===== src/rtl/rpra_pkg.sv =====
// ----------------------------------------------------------------------------
// rpra_pkg
// Shared types and constants of the ring-pair resource allocator.
// ----------------------------------------------------------------------------
package rpra_pkg;

    localparam int SEATS  = 5;
    localparam int SEAT_W = (SEATS > 1) ? $clog2(SEATS) : 1;
    localparam int EAT_W  = $clog2(SEATS / 2 + 1);
    localparam int FREE_W = $clog2(SEATS + 1);

    typedef enum logic {
        REQ_GRAB    = 1'b0,
        REQ_RELEASE = 1'b1
    } t_req_type;

    typedef enum logic [2:0] {
        OUT_NOTHING  = 3'd0,
        OUT_RIGHT    = 3'd1,
        OUT_LEFT     = 3'd2,
        OUT_EATING   = 3'd3,
        OUT_RELEASED = 3'd4,
        OUT_IGNORED  = 3'd5
    } t_outcome;

    typedef enum logic [1:0] {
        MODE_NONE = 2'd0,
        MODE_ONE  = 2'd1,
        MODE_EAT  = 2'd2
    } t_mode;

    typedef struct packed {
        t_req_type  req_type;
        logic [3:0] seat;
    } t_req;

    typedef struct packed {
        t_outcome   outcome;
        logic [1:0] seat_state;
        logic [3:0] eating_total;
        logic [4:0] free_total;
    } t_result;

endpackage


===== src/rtl/ring_pair_resource_allocator_unit.sv =====
// ----------------------------------------------------------------------------
// ring_pair_resource_allocator_unit
// Grants pairs of ring resources to seats on grab and release requests.
//
//   channel   direction   handshake                    payload
//   request   in          i_in_valid / o_in_ready      i_req_type, i_seat
//   result    out         o_out_valid / i_out_ready    o_outcome, o_seat_state,
//                                                      o_eating_total, o_free_total
//
// One request per cycle unless the result channel stalls; results come from the
// result register. Requests are decided combinationally from the input register
// against the state flops, which update at the same edge as the result register.
// Synchronous active-low reset frees all resources and idles all seats.
// A stalled result holds the core; the input register still takes one request.
// ----------------------------------------------------------------------------
module ring_pair_resource_allocator_unit
    import rpra_pkg::*;
(
    input  logic       i_clk,
    input  logic       i_rst_n,
    input  logic       i_in_valid,
    output logic       o_in_ready,
    input  logic       i_req_type,
    input  logic [3:0] i_seat,
    output logic       o_out_valid,
    input  logic       i_out_ready,
    output logic [2:0] o_outcome,
    output logic [1:0] o_seat_state,
    output logic [3:0] o_eating_total,
    output logic [4:0] o_free_total
);

    t_req    in_req;
    t_req    req;
    t_result core_result;
    t_result out_result;
    logic    req_valid;
    logic    out_free;
    logic    advance;

    assign in_req.req_type = t_req_type'(i_req_type);
    assign in_req.seat     = i_seat;
    assign advance         = req_valid && out_free;

    rpra_in_reg u_in_reg (
        .i_clk   (i_clk),
        .i_rst_n (i_rst_n),
        .i_valid (i_in_valid),
        .o_ready (o_in_ready),
        .i_req   (in_req),
        .i_take  (advance),
        .o_valid (req_valid),
        .o_req   (req)
    );

    rpra_core u_core (
        .i_clk    (i_clk),
        .i_rst_n  (i_rst_n),
        .i_en     (advance),
        .i_req    (req),
        .o_result (core_result)
    );

    rpra_out_reg u_out_reg (
        .i_clk    (i_clk),
        .i_rst_n  (i_rst_n),
        .i_load   (advance),
        .i_result (core_result),
        .i_ready  (i_out_ready),
        .o_free   (out_free),
        .o_valid  (o_out_valid),
        .o_result (out_result)
    );

    assign o_outcome      = out_result.outcome;
    assign o_seat_state   = out_result.seat_state;
    assign o_eating_total = out_result.eating_total;
    assign o_free_total   = out_result.free_total;

endmodule


===== src/rtl/rpra_in_reg.sv =====
// ----------------------------------------------------------------------------
// rpra_in_reg
// Input register: holds one request until the allocator core takes it.
// ----------------------------------------------------------------------------
module rpra_in_reg
    import rpra_pkg::*;
(
    input  logic i_clk,
    input  logic i_rst_n,
    input  logic i_valid,
    output logic o_ready,
    input  t_req i_req,
    input  logic i_take,
    output logic o_valid,
    output t_req o_req
);

    logic r_valid;
    t_req r_req;

    assign o_ready = !r_valid || i_take;
    assign o_valid = r_valid;
    assign o_req   = r_req;

    always_ff @(posedge i_clk) begin
        if (!i_rst_n) begin
            r_valid <= 1'b0;
        end else if (o_ready) begin
            r_valid <= i_valid;
        end
    end

    always_ff @(posedge i_clk) begin
        if (o_ready && i_valid) begin
            r_req <= i_req;
        end
    end

endmodule


===== src/rtl/rpra_core.sv =====
// ----------------------------------------------------------------------------
// rpra_core
// Resource and seat state, and the grab/release decision for one request.
// ----------------------------------------------------------------------------
module rpra_core
    import rpra_pkg::*;
(
    input  logic    i_clk,
    input  logic    i_rst_n,
    input  logic    i_en,
    input  t_req    i_req,
    output t_result o_result
);

    logic [SEATS-1:0]  r_taken;
    logic [SEAT_W-1:0] r_owner [SEATS];
    t_mode             r_mode  [SEATS];
    logic [EAT_W-1:0]  r_eat;
    logic [FREE_W-1:0] r_free;

    logic [SEATS-1:0]  n_taken;
    logic [SEAT_W-1:0] n_owner [SEATS];
    t_mode             n_mode  [SEATS];
    logic [EAT_W-1:0]  n_eat;
    logic [FREE_W-1:0] n_free;

    logic              seat_ok;
    logic [SEAT_W-1:0] s;
    logic [SEAT_W-1:0] rr;
    logic [SEAT_W-1:0] lr;
    logic              own_r;
    logic              own_l;
    logic [1:0]        take_cnt;
    logic [FREE_W:0]   free_add;
    t_mode             mode;
    t_outcome          outcome;

    assign seat_ok  = {1'b0, i_req.seat} < 5'(SEATS);
    assign s        = i_req.seat[SEAT_W-1:0];
    assign rr       = s;
    assign lr       = (s == SEAT_W'(SEATS - 1)) ? '0 : s + 1'b1;
    assign own_r    = r_taken[rr] && (r_owner[rr] == s);
    assign own_l    = r_taken[lr] && (r_owner[lr] == s);
    assign free_add = {1'b0, r_free} + (FREE_W + 1)'(2);

    always_comb begin
        n_taken  = r_taken;
        n_owner  = r_owner;
        n_mode   = r_mode;
        n_eat    = r_eat;
        n_free   = r_free;
        take_cnt = 2'd0;
        mode     = MODE_NONE;
        outcome  = OUT_NOTHING;
        if (seat_ok) begin
            mode = r_mode[s];
            if (i_req.req_type == REQ_RELEASE) begin
                if (mode == MODE_EAT) begin
                    n_taken[lr] = 1'b0;
                    n_taken[rr] = 1'b0;
                    if (r_eat != '0) begin
                        n_eat = r_eat - 1'b1;
                    end
                    n_free  = (free_add > (FREE_W + 1)'(SEATS)) ?
                              FREE_W'(SEATS) : free_add[FREE_W-1:0];
                    mode    = MODE_NONE;
                    outcome = OUT_RELEASED;
                end else begin
                    outcome = OUT_IGNORED;
                end
            end else begin
                case (mode)
                    MODE_ONE: begin
                        if (own_l) begin
                            if (!r_taken[rr]) begin
                                n_taken[rr] = 1'b1;
                                n_owner[rr] = s;
                                take_cnt    = 2'd1;
                                n_eat       = r_eat + 1'b1;
                                mode        = MODE_EAT;
                                outcome     = OUT_EATING;
                            end
                        end else if (own_r) begin
                            if (!r_taken[lr]) begin
                                n_taken[lr] = 1'b1;
                                n_owner[lr] = s;
                                take_cnt    = 2'd1;
                                n_eat       = r_eat + 1'b1;
                                mode        = MODE_EAT;
                                outcome     = OUT_EATING;
                            end
                        end
                    end
                    MODE_NONE: begin
                        // deadlock guard: last free resource while nobody eats
                        if (!(r_free == FREE_W'(1) && r_eat == '0)) begin
                            if (!r_taken[rr] && !r_taken[lr]) begin
                                n_taken[rr] = 1'b1;
                                n_owner[rr] = s;
                                n_taken[lr] = 1'b1;
                                n_owner[lr] = s;
                                take_cnt    = 2'd2;
                                n_eat       = r_eat + 1'b1;
                                mode        = MODE_EAT;
                                outcome     = OUT_EATING;
                            end else if (!r_taken[rr]) begin
                                n_taken[rr] = 1'b1;
                                n_owner[rr] = s;
                                take_cnt    = 2'd1;
                                mode        = MODE_ONE;
                                outcome     = OUT_RIGHT;
                            end else if (!r_taken[lr]) begin
                                n_taken[lr] = 1'b1;
                                n_owner[lr] = s;
                                take_cnt    = 2'd1;
                                mode        = MODE_ONE;
                                outcome     = OUT_LEFT;
                            end
                        end
                    end
                    default: begin
                    end
                endcase
            end
            if (take_cnt != 2'd0) begin
                n_free = (r_free > FREE_W'(take_cnt)) ? r_free - FREE_W'(take_cnt) : '0;
            end
            n_mode[s] = mode;
        end
    end

    assign o_result.outcome      = outcome;
    assign o_result.seat_state   = mode;
    assign o_result.eating_total = 4'(n_eat);
    assign o_result.free_total   = 5'(n_free);

    always_ff @(posedge i_clk) begin
        if (!i_rst_n) begin
            r_taken <= '0;
            r_eat   <= '0;
            r_free  <= FREE_W'(SEATS);
            for (int i = 0; i < SEATS; i++) begin
                r_mode[i] <= MODE_NONE;
            end
        end else if (i_en) begin
            r_taken <= n_taken;
            r_eat   <= n_eat;
            r_free  <= n_free;
            r_mode  <= n_mode;
        end
    end

    always_ff @(posedge i_clk) begin
        if (i_en) begin
            r_owner <= n_owner;
        end
    end

endmodule


===== src/rtl/rpra_out_reg.sv =====
// ----------------------------------------------------------------------------
// rpra_out_reg
// Result register: holds one result until the consumer takes it.
// ----------------------------------------------------------------------------
module rpra_out_reg
    import rpra_pkg::*;
(
    input  logic    i_clk,
    input  logic    i_rst_n,
    input  logic    i_load,
    input  t_result i_result,
    input  logic    i_ready,
    output logic    o_free,
    output logic    o_valid,
    output t_result o_result
);

    logic    r_valid;
    t_result r_result;

    assign o_free   = !r_valid || i_ready;
    assign o_valid  = r_valid;
    assign o_result = r_result;

    always_ff @(posedge i_clk) begin
        if (!i_rst_n) begin
            r_valid <= 1'b0;
        end else if (o_free) begin
            r_valid <= i_load;
        end
    end

    always_ff @(posedge i_clk) begin
        if (i_load) begin
            r_result <= i_result;
        end
    end

endmodule

===== config.mk =====
export PLATFORM = sky130hd
export DESIGN_NAME = ring_pair_resource_allocator_unit
export DESIGN_NICKNAME = d
export VERILOG_FILES = /design/src/rtl/rpra_pkg.sv /design/src/rtl/ring_pair_resource_allocator_unit.sv /design/src/rtl/rpra_in_reg.sv /design/src/rtl/rpra_core.sv /design/src/rtl/rpra_out_reg.sv
export SDC_FILE = /design/constraint.sdc
export NUM_CORES = 1
export LEC_CHECK = 0
export BUFFER_PORTS_ARGS = -buffer_cell sky130_fd_sc_hd__buf_2
export CAP_MARGIN = 20
export CORE_MARGIN = 8
export CORE_UTILIZATION = 35
export DETAILED_ROUTE_END_ITERATION = 12
export PLACE_DENSITY = 0.54
export SLEW_MARGIN = 30
export SYNTH_ARGS = -nofsm -noshare
export SYNTH_HDL_FRONTEND = slang
export SYNTH_SLANG_ARGS = --single-unit

===== constraint.sdc =====
create_clock -name i_clk -period 5.4 [get_ports i_clk]
set_input_delay 0.27 -clock i_clk [delete_from_list [all_inputs] [get_ports i_clk]]
set_output_delay 0.27 -clock i_clk [all_outputs]
set_load 0.02 [all_outputs]

# After elaboration in Yosys (flattened, before gate mapping)
# Cells that the tools add are included.
[word_totals]
latch_bits = 0
in_bits = 9
output_inout_bits = 16
ramBits = 0
regBits = 52
mem_bits_ro = 0
n_memories = 0
elab_cells = 181
[op_classes]
div = 0
mul = 0
shifts = 0
eq_ne = 13
n_mux = 96
reduce_logical = 25
addsub = 5
magnitude_cmp = 11
bitwise_logic = 10
[ops]
columns = ["cell", "n"]
rows = [
  ["$mux 15", 7],
  ["$mux 2", 33],
  ["$mux 3", 19],
  ["$bwmux 15", 3],
  ["$mux 5", 9],
  ["$pmux 15 s2", 1],
  ["$bmux 3 s3", 2],
  ["$demux 3 s3", 2],
  ["$or 5x5->5", 3],
  ["$reduce_and 7->1", 2],
  ["$pmux 2 s2", 3],
  ["$and 5x5->5", 2],
  ["$bwmux 10", 1],
  ["$logic_and 1x1->1", 10],
  ["$not 5->5", 2],
  ["$pmux 5 s2", 1],
  ["$ge 4x4->1 const B", 2],
  ["$lt 3x4->1 const B", 2],
  ["$lt 4x1->1 const B", 2],
  ["$mux 1", 8],
  ["$not 3->4", 2],
  ["$bmux 1 s3", 2],
  ["$bmux 2 s3", 1],
  ["$demux 1 s3", 2],
  ["other kinds (29)", 39],
]

# Depth between registers and ports, before layout
[logic_depth]
ltp_word = 16
depth_mapped = 22
depth_no_buf = 18

# By module
# Synthesis repeated with hierarchy kept, for this count alone.
[hier_totals]
cells_unflattened = 534
area_unflattened_um2 = 4445.5
[modules_own_cells]
columns = ["mod", "area_per_inst_um2", "instances", "seq_area_each_um2", "cells_per_inst"]
rows = [
  ["rpra_core", 3762.4, 1, 850.8, 505],
  ["rpra_out_reg", 469.2, 1, 440.4, 18],
  ["rpra_in_reg", 207.7, 1, 170.2, 10],
  ["ring_pair_resource_allocator_unit", 6.3, 1, 0.0, 1],
]

# Worst setup path before layout
# Ideal clock, no wire load.
[synth_timing]
path_type = "register to register"
startpoint = "reg u_in_reg.r_req, in the netlist u_in_reg.o_req[0]"
endpoint = "reg u_out_reg.r_result, in the netlist u_out_reg.o_result[2] (data pin)"
arrival_ps = 4416
setup_ps = 270
path_stages_with_launch = 21
setup_slack_ps = 714
synth_period_minus_slack_ps = 4686
path_buffers = 3
required_time_ps = 5130
cell_sequence = "edfxtp_1 buf_2 buf_2 clkinv_1 ha_1 clkbuf_1 nor2b_1 o31a_4 a221oi_4 inv_2 a211o_1 o41ai_2 nand2_1 a21oi_1 ha_1 fa_1 a21oi_1 o22ai_1 a31oi_1 or3_1 a2bb2oi_1"
[synth_lines]
columns = ["element", "line", "rtl"]
rows = [
  ["from (decl)", "rpra_in_reg.sv:19", "t_req r_req;"],
  ["from (signal assigned)", "rpra_in_reg.sv:35", "r_req <= i_req;"],
  ["to (signal assigned)", "rpra_out_reg.sv:35", "r_result <= i_result;"],
  ["to (decl)", "rpra_out_reg.sv:19", "t_result r_result;"],
]

==> impl_metrics.yaml <==
outcome:
  status: "complete, no violations"
floorplanning:
  die_h_um: 125
  rows: 39
  initial_core_util_pct: 36.0
  core-area_um2: 11500
  ios: 25
  die_area_um2: 15500
  fp.dieW_um: 125
power:
  switchingPower_mw: 0.340
  switching_share_pct: 32.9
  seq_power_share_pct: 42.7
  ir_drop_v: 0.000140
  cellPowerDensity_nw_per_um2: 229
  leakagePower_nw: 1.70
  p_int_mw: 0.693
  power_frac_comb_pct: 23.3
  power_frac_clock_pct: 34.0
final_layout:
  layout-drive-gt1-share_pct: 11.9
  most-common-layout-cells: "nand2_1 (54), nor2_1 (52), a21oi_1 (44)"
  fillers: 1161
  n_antenna_cell: 0
  area_growth_pct: 9.49
  final-seq-area_um2: 1340
  multiInputGateArea_um2: 2560
  final_common_cell: "nand2_1"
  final_net_count: 532
clock_network:
  path_clk_slew_ns: 0.08
  cts.sinks: 52
  ctsHoldBuffers: 0
  worstSkewPairLatency_ns: 0.30
  ctsHtreeMaxLevel: 2
  cts_setup_buffers: 0
  numCtsBuffers: 5
  root_buffer: "clkbuf_16"
  cts_tree: "yes"
  clock_path_buffers: 2
  ctsResizeCount: 0
critical_path:
  cp_top_family: "compound AO/OA/AOI/OAI gates"
  crit_arrival_ns: 4.91
  rr_startpoint: "u_in_reg.o_req[0]"
  r2r_slack_ns: 0.53
  crit_start: "u_in_reg.o_req[0]"
  cp_num_buf_inv: 3
  critical-path-slowest-cell: "o41ai_2"
  critPathRequiredTime_ns: 5.44
  critPathMaxStageDelay_ns: 0.54
  cp_max_fo: 13
  cp_cell_sequence: "buf_4, clkinv_1, ha_1, and3b_1, o21a_1, a221oi_4, inv_2, a211o_1, o41ai_2, nand2_1, a21oi_1, ha_1, fa_1, a21oi_1, o22ai_1, a31oi_1, or3_1, a2bb2oi_1"
  worstSetupPathType: "reg2reg"
  startpoint_type: "flip-flop"
  worst_setup_path_end_kind: "flip-flop"
place:
  place_ws_ns: 0.588
  portBuffers: 20
  place.gp.congestion: 0.903
  place_hpwl_um: 9420
sta:
  setup_viol: 0
  drv_slew: 0
  finalHoldViolations: 0
  max_freq_mhz: 205
  period_share_pct: 90.1
  min_period_ns: 4.87
  worst_slew_pin_slew_ns: 0.842
  layout_setup_ws_ns: 0.533
  clock_skew_ns: 0.00621
  rsz0062_at_grt: "false"
  tns_ns: 0
  slew_headroom_pct: 43.6
global_routing:
  antenna_found_initial: 0
  grt_usage_pct: 16.3
  grt_pass1_wl_um: 20800
  overflow: 0
  grt_max_degree: 25
  grt_pass1_vias: 3764
routing:
  wirelength_um: 13000
  post_drt_wl_per_cell_um: 19.9
  drt-vias-per-instance: 6.00
  vias: 3926
  postRouteAntennaNets: 0
  drt_iter0_drc: 336
  post-route-drc-count: 0
  first_pass_iters: 5
yosys:
  synth_top_family_by_area: "compound AO/OA/AOI/OAI gates"
  synthAdderAreaFrac_pct: 4.12
  synth_mux_area_share_pct: 8.10
  syn_area_per_cell_um2: 8.25
  synth-main-ff-cell: "edfxtp_1"
  synth.distinct_cells: 75
  syn_inst: 500
  yosys.area.top_type_share_pct: 21.8
  yosysTopAreaCell: "edfxtp_1"
  synth_xor_area_share_pct: 0.425
  ys_seq_area_share_pct: 32.5
  ys_ff_latch: 52
  synth.area.top_cells: "edfxtp_1 (22%), dfxtp_1 (11%), mux2i_1 (5.8%)"
  synthSimpleGateAreaFrac_pct: 20.8
  synth_async_sr_flop_share_pct: 0
  synth-edff-count: 30
  syn-cell-area_um2: 4130
  yosys_warnings: 0
  synth_compound_area_share_pct: 28.2
hold_path:
  min-delay-start: "i_req_type"
  min_path_type: "in2reg"
run:
  cap_violations: 0
-- state kept, by name, summed over array words and instances, names as in the netlist --
register and cells:
u_core.r_eat 2, u_core.r_free 3, u_core.r_mode 10, u_core.r_owner 15
u_core.r_taken 5, u_in_reg.o_req 5, u_in_reg.o_valid 1, u_out_reg.o_result 10
u_out_reg.o_valid 1
-- synth_stat cells, types with 4 or more instances --
library cell and count:
nand2_1 54, and3_1 4, o21a_1 5, nand3_1 18, a21oi_1 44, a21o_1 5, nor3_1 11, ha_1 12
buf_2 7, mux2_2 5, edfxtp_1 30, inv_1 16, or3_1 5, and2_1 7, o31ai_1 6, a311oi_1 4
mux2i_1 24, o22ai_1 4, clkbuf_1 19, o21ai_0 27, a211oi_1 9, o221ai_1 4, nor2b_1 8, buf_4 5
a31oi_1 9, nor4_1 4, o211ai_1 4, nor2_1 52, dfxtp_1 22, nor3b_1 4, a221oi_1 8
-- per-layer routing --
layer  wire length [µm]  track usage (%)  vias to the layer above
li1                   -                -                     1892
met1               6200             22.5                     1874
met2               5810             25.4                      136
met3                717             2.09                       24
met4                298             5.53                        0
met5                  0                0                        -
-- metrics by stage --
step	std cells	area (µm²)	util (%)	hold slack [ns]	total power, mW
detailed placement	646	4360	38.0	0.448	0.688
finish	654	4520	39.4	0.135	1.03
CTS	654	4520	39.4	0.129	1.04
global route	654	4520	39.4	0.128	1.07
floorplan	503	4140	-	0.369	0.624
global placement	646	4360	38.0	0.447	0.686
-- power groups by stage --
| stage | Combinational [mW] | Clock, mW | Sequential (mW) |
|---|---|---|---|
| after detailed placement | 0.237 | 0 | 0.450 |
| final | 0.241 | 0.351 | 0.441 |
| after floorplan | 0.174 | 0 | 0.450 |
| after global routing | 0.265 | 0.368 | 0.442 |
| after global placement | 0.236 | 0 | 0.450 |
| after CTS | 0.238 | 0.360 | 0.441 |
-- layout make-up --
| cell class | count | share of cell area (%) |
|---|---|---|
| multi-input cells | 397 | 56.6 |
| well taps | 143 | 3.96 |
| clock inverters | 3 | 0.748 |
| clock buffers | 5 | 2.77 |
| flip-flops and latches | 52 | 29.7 |
| repair buffers | 34 | 4.54 |
| inverters | 20 | 1.66 |
-- path summary, 6_finish.rpt --
check,end,cells past startpoint
worst min register to register,u_core.r_mode[4],2
worst max register to register,u_out_reg.o_result[2],18
worst min-delay path,u_in_reg.o_req[4],1
worst max-delay path,u_out_reg.o_result[2],18
-- kinds of logic (layout without fill, tap and decap cells) --
logic type / after synthesis / after routing
xor+xnor: 2 / 2
mux: 31 / 31
fa+ha+maj: 13 / 13
other cells: 1 / 4
flops: 52 / 52
buf+inv: 54 / 62
compound gates: 165 / 165
simple gates: 182 / 182
(Power assumes the default switching activity.)
